$ cat config.mk
export PLATFORM = sky130hd
export DESIGN_NAME = text_box_word_wrap
export DESIGN_NICKNAME = d
export VERILOG_FILES = /design/src/sv/tbww_pkg.sv /design/src/sv/text_box_word_wrap.sv /design/src/sv/tbww_word_ram.sv /design/src/sv/tbww_out_fifo.sv /design/src/sv/tbww_ctrl.sv
export SDC_FILE = /design/constraint.sdc
export NUM_CORES = 1
export LEC_CHECK = 0
export ABC_AREA = 1
export BUFFER_PORTS_ARGS = -buffer_cell sky130_fd_sc_hd__buf_2
export CORE_UTILIZATION = 31
export DETAILED_ROUTE_END_ITERATION = 7
export GPL_TIMING_DRIVEN = 0
export PLACE_DENSITY = 0.53
export SLEW_MARGIN = 20
export SYNTH_ARGS = -nofsm -noshare
export SYNTH_HDL_FRONTEND = slang
export SYNTH_SLANG_ARGS = --single-unit
$ cat constraint.sdc
create_clock -name clk -period 16.8 [get_ports clk]
set_clock_uncertainty 0.2 [all_clocks]
set_input_delay 2.52 -clock clk [delete_from_list [all_inputs] [get_ports clk]]
set_output_delay 2.52 -clock clk [all_outputs]
set_load 0.02 [all_outputs]
$ cat src/sv/tbww_pkg.sv
// ----------------------------------------------------------------------------
// tbww_pkg
// Shared types, constants and helpers for the text box word wrap block.
// ----------------------------------------------------------------------------
`default_nettype none

package tbww_pkg;

	// Word buffer depth and line spacing in pixels
	localparam int WORD_DEPTH = 32;
	localparam int LINE_PITCH = 10;

	localparam int ADDR_W  = $clog2(WORD_DEPTH);
	localparam int CNT_W   = $clog2(WORD_DEPTH + 1);
	localparam int CHAR_W  = 8;
	localparam int CWID_W  = 6;
	localparam int COORD_W = 11;
	localparam int BOX_W   = 9;
	localparam int OFF_W   = 10;
	localparam int PIX_W   = 11;
	localparam int PITCH_W = 6;

	localparam logic [PITCH_W-1:0] PITCH     = PITCH_W'(LINE_PITCH);
	localparam logic [PIX_W-1:0]   PIXEL_MAX = '1;

	// Character codes
	localparam logic [CHAR_W-1:0] CHAR_NUL   = 8'h00;
	localparam logic [CHAR_W-1:0] CHAR_TAB   = 8'h09;
	localparam logic [CHAR_W-1:0] CHAR_SPACE = 8'h20;

	// Configuration register indexes
	localparam logic [1:0] REG_BOX_LEFT   = 2'd0;
	localparam logic [1:0] REG_BOX_TOP    = 2'd1;
	localparam logic [1:0] REG_BOX_WIDTH  = 2'd2;
	localparam logic [1:0] REG_BOX_HEIGHT = 2'd3;

	// Reset values of the box registers
	localparam logic [COORD_W-1:0] BOX_LEFT_RST   = '0;
	localparam logic [COORD_W-1:0] BOX_TOP_RST    = '0;
	localparam logic [BOX_W-1:0]   BOX_WIDTH_RST  = BOX_W'(320);
	localparam logic [BOX_W-1:0]   BOX_HEIGHT_RST = BOX_W'(240);

	typedef struct packed {
		logic [COORD_W-1:0] left;
		logic [COORD_W-1:0] top;
		logic [BOX_W-1:0]   width;
		logic [BOX_W-1:0]   height;
	} cfg_t;

	// One buffered character
	typedef struct packed {
		logic [CWID_W-1:0] width;
		logic [CHAR_W-1:0] code;
	} word_t;

	typedef struct packed {
		logic              wr_en;
		logic [ADDR_W-1:0] wr_addr;
		word_t             wr_data;
		logic              rd_en;
		logic [ADDR_W-1:0] rd_addr;
	} ram_req_t;

	// Printed character payload
	typedef struct packed {
		logic [COORD_W-1:0] pos_y;
		logic [COORD_W-1:0] pos_x;
		logic [CHAR_W-1:0]  code;
	} pay_t;

	typedef struct packed {
		logic trunc;
		logic full;
		logic last;
		pay_t pay;
	} res_t;

	typedef enum logic [1:0] {
		ST_IDLE,
		ST_LAYOUT,
		ST_CHECK,
		ST_FLUSH
	} st_t;

	function automatic logic is_space(input logic [CHAR_W-1:0] c);
		return (c == CHAR_NUL) || (c == CHAR_SPACE) || (c == CHAR_TAB);
	endfunction

endpackage

`default_nettype wire

$ cat src/sv/text_box_word_wrap.sv
// ----------------------------------------------------------------------------
// text_box_word_wrap
// Greedy word wrap of a character stream into a text box.
// ----------------------------------------------------------------------------
// Input stream (s_axis): one character and its pixel width per transaction.
// Output stream (m_axis): one transaction per printed character with its
// screen position; tlast marks the final character of a word, tuser carries
// the box-full and word-truncated flags.
// Configuration (cfg_*): box origin, width and height; users write them only while idle, unchecked by the block.
// Sequencing: a character inside a word is appended to the word buffer,
// then the early-break check runs; a flush state follows when the early
// break fills the box. A whitespace that closes a word starts a walk of
// the buffer memory, one entry per cycle while the output buffer takes
// results, then the check and, with a result pending, a flush that
// releases the final result. Input is ignored while the box is full, until NUL.
// Reset clears all wrap state; the word buffer memory needs no clearing.
// A stalled receiver fills the two-entry output buffer and then holds the
// layout walk; input is taken again once the current word is done.
// ----------------------------------------------------------------------------
`default_nettype none

module text_box_word_wrap (
	input  wire logic        clk,
	input  wire logic        arst_n,
	// Input stream
	input  wire logic        s_axis_tvalid,
	output      logic        s_axis_tready,
	input  wire logic [15:0] s_axis_tdata,   // char_code[7:0], char_width[13:8]
	// Output stream
	output      logic        m_axis_tvalid,
	input  wire logic        m_axis_tready,
	output      logic [31:0] m_axis_tdata,   // out_char[7:0], pos_x[18:8], pos_y[29:19]
	output      logic        m_axis_tlast,
	output      logic [1:0]  m_axis_tuser,   // box_full[0], word_truncated[1]
	// Configuration writes
	input  wire logic        cfg_valid,
	output      logic        cfg_ready,
	input  wire logic [1:0]  cfg_index,
	input  wire logic [10:0] cfg_data
);
	import tbww_pkg::*;

	cfg_t     cfg_q;
	ram_req_t ram_req;
	word_t    ram_rd_data;
	logic     fifo_push;
	logic     fifo_ready;
	res_t     fifo_in;
	res_t     fifo_out;

	assign cfg_ready = 1'b1;

	// Configuration registers
	always_ff @(posedge clk or negedge arst_n) begin
		if (!arst_n) begin
			cfg_q.left   <= BOX_LEFT_RST;
			cfg_q.top    <= BOX_TOP_RST;
			cfg_q.width  <= BOX_WIDTH_RST;
			cfg_q.height <= BOX_HEIGHT_RST;
		end else if (cfg_valid && cfg_ready) begin
			unique case (cfg_index)
				REG_BOX_LEFT:   cfg_q.left   <= cfg_data[COORD_W-1:0];
				REG_BOX_TOP:    cfg_q.top    <= cfg_data[COORD_W-1:0];
				REG_BOX_WIDTH:  cfg_q.width  <= cfg_data[BOX_W-1:0];
				REG_BOX_HEIGHT: cfg_q.height <= cfg_data[BOX_W-1:0];
				default: begin
				end
			endcase
		end
	end

	tbww_ctrl u_ctrl (
		.clk         (clk),
		.arst_n      (arst_n),
		.cfg         (cfg_q),
		.in_valid    (s_axis_tvalid),
		.in_ready    (s_axis_tready),
		.in_code     (s_axis_tdata[7:0]),
		.in_width    (s_axis_tdata[13:8]),
		.ram_req     (ram_req),
		.ram_rd_data (ram_rd_data),
		.fifo_push   (fifo_push),
		.fifo_data   (fifo_in),
		.fifo_ready  (fifo_ready)
	);

	tbww_word_ram u_ram (
		.clk     (clk),
		.req     (ram_req),
		.rd_data (ram_rd_data)
	);

	tbww_out_fifo u_fifo (
		.clk       (clk),
		.arst_n    (arst_n),
		.in_valid  (fifo_push),
		.in_ready  (fifo_ready),
		.in_data   (fifo_in),
		.out_valid (m_axis_tvalid),
		.out_ready (m_axis_tready),
		.out_data  (fifo_out)
	);

	// Output packing
	assign m_axis_tdata = {2'b00, fifo_out.pay.pos_y, fifo_out.pay.pos_x, fifo_out.pay.code};
	assign m_axis_tlast = fifo_out.last;
	assign m_axis_tuser = {fifo_out.trunc, fifo_out.full};

endmodule

`default_nettype wire

$ cat src/sv/tbww_word_ram.sv
// ----------------------------------------------------------------------------
// tbww_word_ram
// Word buffer: one write port, one read port, registered read data.
// ----------------------------------------------------------------------------
`default_nettype none

module tbww_word_ram (
	input  wire logic              clk,
	input  wire tbww_pkg::ram_req_t req,
	output      tbww_pkg::word_t   rd_data
);
	import tbww_pkg::*;

	word_t mem [WORD_DEPTH];

	// Write port
	always_ff @(posedge clk) begin
		if (req.wr_en) begin
			mem[req.wr_addr] <= req.wr_data;
		end
	end

	// Read port, data holds while no read is issued
	always_ff @(posedge clk) begin
		if (req.rd_en) begin
			rd_data <= mem[req.rd_addr];
		end
	end

endmodule

`default_nettype wire

$ cat src/sv/tbww_out_fifo.sv
// ----------------------------------------------------------------------------
// tbww_out_fifo
// Two-entry result buffer between the sequencer and the output stream.
// ----------------------------------------------------------------------------
`default_nettype none

module tbww_out_fifo (
	input  wire logic           clk,
	input  wire logic           arst_n,
	input  wire logic           in_valid,
	output      logic           in_ready,
	input  wire tbww_pkg::res_t in_data,
	output      logic           out_valid,
	input  wire logic           out_ready,
	output      tbww_pkg::res_t out_data
);
	import tbww_pkg::*;

	res_t       ent_q [2];
	logic       wr_ptr_q;
	logic       rd_ptr_q;
	logic [1:0] cnt_q;
	logic       do_wr;
	logic       do_rd;

	assign in_ready  = (cnt_q != 2'd2);
	assign out_valid = (cnt_q != 2'd0);
	assign out_data  = ent_q[rd_ptr_q];
	assign do_wr     = in_valid && in_ready;
	assign do_rd     = out_valid && out_ready;

	// Entry storage
	always_ff @(posedge clk) begin
		if (do_wr) begin
			ent_q[wr_ptr_q] <= in_data;
		end
	end

	// Pointers and fill level
	always_ff @(posedge clk or negedge arst_n) begin
		if (!arst_n) begin
			wr_ptr_q <= 1'b0;
			rd_ptr_q <= 1'b0;
			cnt_q    <= 2'd0;
		end else begin
			if (do_wr) begin
				wr_ptr_q <= ~wr_ptr_q;
			end
			if (do_rd) begin
				rd_ptr_q <= ~rd_ptr_q;
			end
			case ({do_wr, do_rd})
				2'b10:   cnt_q <= cnt_q + 2'd1;
				2'b01:   cnt_q <= cnt_q - 2'd1;
				default: cnt_q <= cnt_q;
			endcase
		end
	end

endmodule

`default_nettype wire

$ cat src/sv/tbww_ctrl.sv
// ----------------------------------------------------------------------------
// tbww_ctrl
// Word wrap sequencer: appends characters to the word buffer, walks the
// buffer to lay out a finished word, and applies the early line break.
// ----------------------------------------------------------------------------
`default_nettype none

module tbww_ctrl (
	input  wire logic                               clk,
	input  wire logic                               arst_n,
	input  wire tbww_pkg::cfg_t                     cfg,
	input  wire logic                               in_valid,
	output      logic                               in_ready,
	input  wire logic [tbww_pkg::CHAR_W-1:0]        in_code,
	input  wire logic [tbww_pkg::CWID_W-1:0]        in_width,
	output      tbww_pkg::ram_req_t                 ram_req,
	input  wire tbww_pkg::word_t                    ram_rd_data,
	output      logic                               fifo_push,
	output      tbww_pkg::res_t                     fifo_data,
	input  wire logic                               fifo_ready
);
	import tbww_pkg::*;

	st_t state_q, state_d;

	// Per-item registers
	logic [CHAR_W-1:0] c_q;
	logic [CWID_W-1:0] w_q;
	logic              stop_q;
	logic              trunc_q;
	logic [ADDR_W-1:0] i_q;
	pay_t              pend_q;
	logic              pend_valid_q;

	// Wrap state
	logic [CNT_W-1:0]  count_q;
	logic [PIX_W-1:0]  pix_q;
	logic [OFF_W-1:0]  x_q;
	logic [OFF_W-1:0]  y_q;
	logic              in_word_q;
	logic              halted_q;
	logic              ovf_q;

	logic              acc;
	logic              go_layout;
	logic              buf_room;
	logic [PIX_W:0]    pix_sum;
	logic [OFF_W:0]    y_inc;
	logic              y_over;

	logic              lay_skip;
	logic              lay_wrap;
	logic              lay_stop;
	logic              lay_emit;
	logic              lay_stall;
	logic              lay_end;
	logic              lay_go;
	logic [OFF_W-1:0]  lay_xs;
	logic [OFF_W-1:0]  lay_y_n;
	pay_t              lay_res;

	logic [PIX_W:0]    chk_sum;
	logic              chk_brk;
	logic              stop_all;

	assign acc       = in_valid && in_ready;
	assign go_layout = in_word_q && is_space(in_code);
	assign buf_room  = (count_q < CNT_W'(WORD_DEPTH));
	assign pix_sum   = {1'b0, pix_q} + (PIX_W + 1)'(in_width);
	assign y_inc     = {1'b0, y_q} + (OFF_W + 1)'(PITCH);
	assign y_over    = (y_inc > (OFF_W + 1)'(cfg.height));

	// Layout of one buffered character
	assign lay_skip  = (x_q == '0) && is_space(ram_rd_data.code);
	assign lay_wrap  = (x_q > OFF_W'(cfg.width));
	assign lay_y_n   = lay_wrap ? y_inc[OFF_W-1:0] : y_q;
	assign lay_stop  = !lay_skip && lay_wrap && y_over;
	assign lay_emit  = !lay_skip && !lay_stop;
	assign lay_xs    = lay_wrap ? '0 : x_q;
	assign lay_stall = lay_emit && pend_valid_q && !fifo_ready;
	assign lay_end   = lay_stop || ((CNT_W'(i_q) + CNT_W'(1)) == count_q);
	assign lay_go    = (state_q == ST_LAYOUT) && !lay_stall;

	assign lay_res.code  = ram_rd_data.code;
	assign lay_res.pos_x = cfg.left + COORD_W'(lay_xs);
	assign lay_res.pos_y = cfg.top + COORD_W'(lay_y_n);

	// Early break: the word would overflow this line but fits a fresh one
	assign chk_sum  = (PIX_W + 1)'(x_q) + (PIX_W + 1)'(pix_q);
	assign chk_brk  = !stop_q && (c_q != CHAR_NUL)
		&& (chk_sum > (PIX_W + 1)'(cfg.width)) && (pix_q < PIX_W'(cfg.width));
	assign stop_all = stop_q || (chk_brk && y_over);

	// Next state
	always_comb begin
		state_d = state_q;
		unique case (state_q)
			ST_IDLE: begin
				if (acc && !halted_q) begin
					state_d = go_layout ? ST_LAYOUT : ST_CHECK;
				end
			end
			ST_LAYOUT: begin
				if (lay_go && lay_end) begin
					state_d = ST_CHECK;
				end
			end
			ST_CHECK: begin
				state_d = (stop_all || pend_valid_q) ? ST_FLUSH : ST_IDLE;
			end
			ST_FLUSH: begin
				if (fifo_ready) begin
					state_d = ST_IDLE;
				end
			end
			default: state_d = ST_IDLE;
		endcase
	end

	// Outputs: handshake, memory requests, result pushes
	always_comb begin
		in_ready          = 1'b0;
		ram_req.wr_en     = 1'b0;
		ram_req.wr_addr   = '0;
		ram_req.wr_data   = '{width: in_width, code: in_code};
		ram_req.rd_en     = 1'b0;
		ram_req.rd_addr   = '0;
		fifo_push         = 1'b0;
		fifo_data.trunc   = trunc_q;
		fifo_data.full    = 1'b0;
		fifo_data.last    = 1'b0;
		fifo_data.pay     = pend_q;
		unique case (state_q)
			ST_IDLE: begin
				in_ready = 1'b1;
				if (acc && !halted_q) begin
					if (go_layout) begin
						ram_req.rd_en = 1'b1;
					end else if (buf_room) begin
						ram_req.wr_en   = 1'b1;
						ram_req.wr_addr = count_q[ADDR_W-1:0];
					end
				end
			end
			ST_LAYOUT: begin
				if (lay_go) begin
					fifo_push       = lay_emit && pend_valid_q;
					ram_req.rd_en   = !lay_end;
					ram_req.rd_addr = i_q + ADDR_W'(1);
					// Delimiter opens the next word
					ram_req.wr_en   = lay_end;
					ram_req.wr_data = '{width: w_q, code: c_q};
				end
			end
			ST_CHECK: begin
			end
			ST_FLUSH: begin
				fifo_push      = fifo_ready;
				fifo_data.last = 1'b1;
				fifo_data.full = stop_q;
			end
			default: begin
			end
		endcase
	end

	// State register
	always_ff @(posedge clk or negedge arst_n) begin
		if (!arst_n) begin
			state_q <= ST_IDLE;
		end else begin
			state_q <= state_d;
		end
	end

	// Item payload registers
	always_ff @(posedge clk) begin
		if (acc) begin
			c_q <= in_code;
			w_q <= in_width;
		end
		if (lay_go && lay_emit) begin
			pend_q <= lay_res;
		end else if (state_q == ST_CHECK && stop_all && !pend_valid_q) begin
			pend_q <= '0;
		end
	end

	// Wrap state and sequencing
	always_ff @(posedge clk or negedge arst_n) begin
		if (!arst_n) begin
			stop_q       <= 1'b0;
			trunc_q      <= 1'b0;
			i_q          <= '0;
			pend_valid_q <= 1'b0;
			count_q      <= '0;
			pix_q        <= '0;
			x_q          <= '0;
			y_q          <= '0;
			in_word_q    <= 1'b0;
			halted_q     <= 1'b0;
			ovf_q        <= 1'b0;
		end else begin
			unique case (state_q)
				ST_IDLE: begin
					if (acc) begin
						stop_q <= 1'b0;
						i_q    <= '0;
						if (halted_q) begin
							if (in_code == CHAR_NUL) begin
								count_q   <= '0;
								pix_q     <= '0;
								x_q       <= '0;
								y_q       <= '0;
								in_word_q <= 1'b0;
								halted_q  <= 1'b0;
								ovf_q     <= 1'b0;
							end
						end else if (go_layout) begin
							trunc_q <= ovf_q;
						end else begin
							in_word_q <= 1'b1;
							if (buf_room) begin
								count_q <= count_q + CNT_W'(1);
								pix_q   <= pix_sum[PIX_W] ? PIXEL_MAX : pix_sum[PIX_W-1:0];
								trunc_q <= ovf_q;
							end else begin
								ovf_q   <= 1'b1;
								trunc_q <= 1'b1;
							end
						end
					end
				end
				ST_LAYOUT: begin
					if (lay_go) begin
						i_q <= i_q + ADDR_W'(1);
						if (lay_stop) begin
							x_q    <= '0;
							y_q    <= lay_y_n;
							stop_q <= 1'b1;
						end else if (lay_emit) begin
							x_q          <= lay_xs + OFF_W'(ram_rd_data.width);
							y_q          <= lay_y_n;
							pend_valid_q <= 1'b1;
						end
						if (lay_end) begin
							ovf_q     <= 1'b0;
							in_word_q <= 1'b0;
							pix_q     <= '0;
							count_q   <= CNT_W'(1);
						end
					end
				end
				ST_CHECK: begin
					if (chk_brk) begin
						x_q <= '0;
						y_q <= y_inc[OFF_W-1:0];
					end
					stop_q <= stop_all;
					if (stop_all) begin
						halted_q     <= 1'b1;
						pend_valid_q <= 1'b1;
					end else if (!pend_valid_q && c_q == CHAR_NUL) begin
						count_q   <= '0;
						pix_q     <= '0;
						x_q       <= '0;
						y_q       <= '0;
						in_word_q <= 1'b0;
						halted_q  <= 1'b0;
						ovf_q     <= 1'b0;
					end
				end
				ST_FLUSH: begin
					if (fifo_ready) begin
						pend_valid_q <= 1'b0;
						if (c_q == CHAR_NUL) begin
							count_q   <= '0;
							pix_q     <= '0;
							x_q       <= '0;
							y_q       <= '0;
							in_word_q <= 1'b0;
							halted_q  <= 1'b0;
							ovf_q     <= 1'b0;
						end
					end
				end
				default: begin
				end
			endcase
		end
	end

	// No result is left pending between items
	a_idle_no_pend: assert property (@(posedge clk) disable iff (!arst_n)
		state_q == ST_IDLE |-> !pend_valid_q)
		else $error("pending result left over in idle");

	// A push always carries a pending result
	a_push_has_pend: assert property (@(posedge clk) disable iff (!arst_n)
		fifo_push |-> pend_valid_q && fifo_ready)
		else $error("result pushed without pending data");

	// A layout walk only runs over an open, non-empty word
	a_layout_word: assert property (@(posedge clk) disable iff (!arst_n)
		state_q == ST_LAYOUT |-> in_word_q && count_q != '0)
		else $error("layout started without a buffered word");

	// Buffer fill never passes its depth
	a_count_bound: assert property (@(posedge clk) disable iff (!arst_n)
		count_q <= CNT_W'(WORD_DEPTH))
		else $error("word buffer count overrun");

endmodule

`default_nettype wire

Word level (Yosys, flattened, before mapping)
Memory sizes are Yosys's and may differ from the RTL's. A register that Yosys moved wholly into a read port is not among the register bits. Index checks and enable logic that the tools add are counted. Widths: inputs -> output; s select.

Bits in registers: 138. Memory bits (writable): 514. Logic and storage cells: 252. Memories: 2.

Add/sub/neg operators: 11. $lt $le $gt $ge: 5. Eq/ne operators: 34. Multiplexer cells: 109. Bitwise logic cells: 3. Reductions and logical operators: 64.

Memory list: u_ram.mem (words 32, width 14, rd ports 1, clocked after memory_dff 1, write ports 1, line tbww_word_ram.sv:14) `word_t mem [WORD_DEPTH];`; u_fifo.ent_q (words 2, width 33, rd ports 1, clocked after memory_dff 0, write ports 1, line tbww_out_fifo.sv:19) `res_t ent_q [2];`.

Operators with widths (count): $mux 10 (19); $mux 11 (12); $mux 6 (14); $pmux 10 s4 (2); $mux 30 (2); $pmux 11 s4 (1); $mux 1 (35); $logic_not 8->1 (3); $pmux 6 s4 (1); $add 11x10->11 (2); $ne 2x1->1 const B (11); $logic_and 1x1->1 (21); $mux 20 (1); $mux 5 (4); $eq 8x4->1 const B (2); $eq 8x6->1 const B (2); $mux 14 (1); $add 10x11->12 (1); $add 11x6->12 (1); $gt 12x9->1 (1); $mux 2 (6); $add 10x4->11 const B (1); $gt 11x9->1 (1); $lt 11x9->1 (1); other kinds (38) (81).

Longest topological paths before layout
Depth in word-level cells: 18. Gate-level depth with buffers: 33.

Cells and area by module
From an unflattened synthesis, not the netlist that was laid out.

Cells, all modules: 3136. Area total of the unflattened synthesis: 31375.1 um2.

Modules (own cells, without submodules): tbww_word_ram (instances 1, cells each 1575, area each 18738.0 um2, seq. area each 13873.3 um2); tbww_ctrl (instances 1, cells each 1173, area each 8172.8 um2, seq. area each 2547.4 um2); tbww_out_fifo (instances 1, cells each 202, area each 2711.4 um2, seq. area each 2082.0 um2); text_box_word_wrap (instances 1, cells each 186, area each 1752.9 um2, seq. area each 1008.5 um2).

Least setup slack after synthesis
OpenSTA, ideal clock, no wires.

Kind: flip-flop to flip-flop. From: reg u_ctrl.pix_q[0]. To: reg u_ctrl.pend_q, in the netlist u_ctrl.fifo_data[0] (enable). Library setup time: 0.459 ns. Arrival: 4.695 ns. Setup slack: 11.446 ns. Cell stages (with the launch flop): 17. Cell sequence: dfrtp_1 ha_1 fa_1 a21oi_1 o21ai_0 xor2_1 ha_1 nand3_1 a31oi_1 nor2_1 o21ai_0 a21oi_1 nand2_1 nand3_1 nand2_1 nand2_1 o21ai_0.

Word-level cells in the longest chain between the ends: 9. Elaborated cells on any way between the ends: 10. Those cells by class: 1 x add/sub; 2 x order compare; 7 x reduce/logical.

Ends and longest elaborated chain: from (decl) (line tbww_ctrl.sv:37) `logic [PIX_W-1:0] pix_q;`; from (signal assigned) (line tbww_ctrl.sv:225) `pix_q <= pix_sum[PIX_W] ? PIXEL_MAX : pix_sum[PIX_W-1:0];`; $add 10x11->12 (line tbww_ctrl.sv:89) `assign chk_sum = (PIX_W + 1)'(x_q) + (PIX_W + 1)'(pix_q);`; $gt 12x9->1 (line tbww_ctrl.sv:91) `&& (chk_sum > (PIX_W + 1)'(cfg.width)) && (pix_q < PIX_W'(cfg.width));`; $logic_and 1x1->1 (line tbww_ctrl.sv:91); $logic_and 1x1->1 * (line tbww_ctrl.sv:91); $logic_and 1x1->1 * (line tbww_ctrl.sv:92) `assign stop_all = stop_q || (chk_brk && y_over);`; $logic_or 1x1->1 * (line tbww_ctrl.sv:92); $logic_and 1x1->1 * (2 in series) (line tbww_ctrl.sv:184) `end else if (state_q == ST_CHECK && stop_all && !pend_valid_q) begin`; $reduce_bool 2->1 (no line) *; to (signal assigned) (line tbww_ctrl.sv:183) `pend_q <= lay_res;`; to (decl) (line tbww_ctrl.sv:32) `pay_t pend_q;`.

Mark *: on every way between the ends. The rest lies on a longest branch, timed or not. A chain may end at the register's enable or synchronous reset.

Worst setup path after layout
From: in s_axis_tdata[4]. To: mem u_ram.mem[0][2] in the netlist's numbering (enable).

Word-level cells in the longest chain between the ends: 9. Elaborated cells on any way between the ends: 12. Those cells by class: 2 x eq/ne; 6 x mux; 4 x reduce/logical.

Ends and longest elaborated chain: from (decl) (line text_box_word_wrap.sv:28) `input wire logic [15:0] s_axis_tdata,`; $eq 8x6->1 or $logic_not 8->1 (tied branches) (line tbww_pkg.sv:86) `return (c == CHAR_NUL) || (c == CHAR_SPACE) || (c == CHAR_TAB);`; $logic_or 1x1->1 (line tbww_pkg.sv:86); $logic_or 1x1->1 * (line tbww_pkg.sv:86); $logic_and 1x1->1 * (line tbww_ctrl.sv:67) `assign go_layout = in_word_q && is_space(in_code);`; $mux 6 * (line tbww_ctrl.sv:137) `if (go_layout) begin`; $mux 6 * (line tbww_ctrl.sv:136) `if (acc && !halted_q) begin`; $pmux 1 s2 (line tbww_ctrl.sv:133) `unique case (state_q)`; $mux 1 (line tbww_word_ram.sv:18) `if (req.wr_en) begin`; $mux 1 (implied by the code) (line tbww_word_ram.sv:19) `mem[req.wr_addr] <= req.wr_data;`; to (decl) (line tbww_word_ram.sv:14).

Marked as above.

==> flow_metrics.py <==
metrics = {
    "final_layout": {
        "final_cell_mix": "854 x nand2_1, 572 x edfxtp_1, 475 x nand3_1",
        "drive_gt1_frac": 0.108,
        "final_common_cell": "nand2_1",
        "seq_area_mm2": 0.0195,
        "multi_input_area_mm2": 0.0101,
        "syn_to_final_growth_pct": 16.6,
        "fin_util": 0.367,
        "fin_nets": 3462,
        "fillCellCount": 10000,
        "stdcell_area_mm2": 0.0369,
    },
    "critical_path": {
        "cp_data_arrival_time_ns": 5.94,
        "worstSetupPathType": "input port to register",
        "crit_fanout": 14,
        "r2r-end": "u_ram.rd_data[5]$_DFFE_PP_",
        "reg2regPathDepth": 24,
        "timing.rr.start": "u_ctrl.y_q[3]$_DFFE_PN0P_",
        "cp-start-kind": "input port",
        "reg2reg_slack_ns": 11.91,
        "crit_path_end_kind": "register",
        "cp.required_ns": 16.85,
    },
    "clocking": {
        "cts_buffer_depth": 3,
        "ctsHoldBuffers": 0,
        "insertion_delay_ns": 0.64,
        "root_buffer": "clkbuf_16",
        "htreeDepth": 3,
        "post_cts_buffers": 0,
        "cts_inserted_buffers": 73,
        "tritoncts": "yes",
        "path_clk_slew_ns": 0.06,
        "cts_resized": 0,
        "clkSinkCount": 665,
    },
    "placement": {
        "numPortBuffers": 66,
        "routabilityCongestion": 0.893,
        "place_ws_ns": 10.16,
        "dp.final_hpwl_um": 65500,
        "post_dp_cell_area_mm2": 0.0345,
    },
    "synthesis": {
        "yosys_warnings": 0,
        "synth_area_mm2": 0.0317,
        "synth_seq_cells": 665,
        "synthArstFlopShare": 0.140,
        "synth_edf_count": 572,
        "synth_flop_cell": "edfxtp_1",
        "syn_avg_cell_area_um2": 9.97,
        "yosysUniqueCellTypes": 47,
        "ys_seq_area_frac": 0.616,
        "syn-instance-count": 3175,
    },
    "timing": {
        "drv_slew": 0,
        "timing.hold.ws_ns": 0.229,
        "finalSetupViolCount": 0,
        "rsz0062_at_grt": "false",
        "finalCritPeriodShare": 0.351,
        "final_hold_viol_count": 0,
        "period_needed_ns": 5.89,
        "fmax_ghz": 0.170,
        "slew_headroom": 0.271,
        "layout_setup_ws_ns": 10.91,
        "tightest_slew_ns": 1.09,
        "fin_tns_setup_ns": 0,
    },
    "global_route": {
        "antenna_found_initial": 0,
        "grt_pass1_wl_um": 136000,
        "grt_max_degree": 50,
        "grt_overflow": 0,
        "grt_pass1_vias": 21200,
        "grtUsageTotal": 0.176,
    },
    "floorplanning": {
        "die_w_um": 322,
        "pin_count": 72,
        "std_cell_rows": 116,
        "die_y_um": 322,
        "core_area_mm2": 0.101,
        "start_util": 0.315,
        "die-area_mm2": 0.103,
    },
    "job": {
        "max_cap_viol_count": 0,
    },
    "worst_hold_path": {
        "whs_path_depth": 0,
        "min_to": "u_fifo.ent_q[1][7]$_DFFE_PP_",
        "hp-start": "u_ctrl.fifo_data[7]$_SDFFCE_PN0P_",
        "hold_class": "register to register",
    },
    "power": {
        "max-vdd-ir-drop_mv": 0.0808,
        "power_density_mw_per_mm2": 167,
        "power_leakage_nw": 15.3,
    },
    "route": {
        "wl_per_cell_um": 19.2,
        "wirelength_um": 91400,
        "drt_first_pass_iters": 5,
        "antenna_left": 0,
        "drt_iter0_drc": 1995,
        "post_drt_via_cell_ratio": 4.76,
        "remaining_drc_errors": 0,
        "routed-via-count": 22600,
    },
    "status": {
        "status": "finished, final reports clean",
    },
}
-- logic make-up (layout without fill, tap and decap cells) --
kind of cell               Yosys count  in the layout  synth area share
buffers and inverters              547            770            0.0710
and+or+nand+nor                   1650           1650             0.235
DFF                                665            665             0.616
xor gates and xnor gates            33             33           0.00913
adders and majority gates           87             87            0.0353
other                                2              5          0.000237
AOI/OAI and AO/OA                  191            191            0.0329
-- critical path: stages --
cell     delay [ns]
buf_2          0.11
nor3_1         0.16
nor3b_1        0.51
nand3_1        0.33
inv_1          0.18
nor3_1         0.11
inv_1          0.21
nor2_1         0.10
nor2_1         0.32
nand2_1        0.54
nor2_2         0.84
-- through the flow --
step,std cells,total power [mW]
2_1_floorplan,3177,3.57
3_3_place_gp,4600,4.44
3_5_place_dp,4623,4.56
4_1_cts,4757,6.20
5_1_grt,4757,6.49
6_report,4758,6.16
-- cells in the mapped netlist (all sizes together), types with 45 or more instances --
master	instances	area, µm²
clkbuf	58	218
a21oi	45	225
inv	393	1480
o21ai	116	588
buf	95	549
nand2	862	3250
nand3b	114	856
dfrtp	87	2180
nor2	135	527
nand3	479	2420
edfxtp	572	17200
ha	83	1040
-- registers in the layout, indices dropped and copies added, names as in the netlist --
name	count
u_ram.mem	448
u_fifo.ent_q	66
cfg_q	40
u_ctrl.fifo_data	30
u_ram.rd_data	14
u_ctrl.pix_q	11
u_ctrl.x_q	10
u_ctrl.y_q	9
u_ctrl.c_q	8
u_ctrl.count_q	6
u_ctrl.w_q	6
u_ctrl.i_q	5
u_ctrl.state_q	2
u_fifo.cnt_q	2
u_ctrl.halted_q	1
u_ctrl.in_word_q	1
u_ctrl.ovf_q	1
u_ctrl.pend_valid_q	1
u_ctrl.stop_q	1
u_ctrl.trunc_q	1
u_fifo.rd_ptr_q	1
u_fifo.wr_ptr_q	1
-- layer usage --
layer | GRT usage | wire length (µm) | share of wire
met5 | 0 | 0 | 0
met2 | 0.284 | 42300 | 0.46
met4 | 0.0562 | 2760 | 0.030
met3 | 0.0223 | 4610 | 0.050
met1 | 0.244 | 41800 | 0.46
-- area by class of cell --
| cell class | instances | share of cell area |
|---|---|---|
| Antenna cell | 1 | 0.0000678 |
| Buffer | 153 | 0.0208 |
| Clock buffer | 89 | 0.0520 |
| Clock inverter | 45 | 0.0133 |
| Inverter | 394 | 0.0401 |
| Multi-Input combinational cell | 1965 | 0.275 |
| Sequential cell | 665 | 0.529 |
| Tap cell | 1357 | 0.0460 |
| Timing Repair Buffer | 89 | 0.0243 |
-- power by group --
group / switching (mW) / leakage, nW / internal (mW)
combinational: 1.63 / 7.76 / 0.642
clock: 0.688 / 1.18 / 0.945
sequential: 0.0930 / 6.39 / 2.16
-- how the worst max path moves through the flow --
| stage | start | end | slack [ns] |
|---|---|---|---|
| 3_5_place_dp | s_axis_tdata[4] | u_ram.mem[8][5]$_DFFE_PP_ | 10.16 |
| 4_1_cts | s_axis_tdata[4] | u_ram.mem[8][11]$_DFFE_PP_ | 10.82 |
| 2_1_floorplan | u_ctrl.pix_q[0]$_DFFE_PN0P_ | u_ctrl.fifo_data[0]$_SDFFCE_PN0P_ | 11.45 |
| 3_3_place_gp | u_ctrl.y_q[3]$_DFFE_PN0P_ | u_ram.mem[0][5]$_DFFE_PP_ | 8.32 |
| 6_report | s_axis_tdata[4] | u_ram.mem[0][2]$_DFFE_PP_ | 10.91 |
| 5_1_grt | s_axis_tdata[4] | u_ram.mem[0][4]$_DFFE_PP_ | 10.77 |
(Power assumes the default switching activity.)
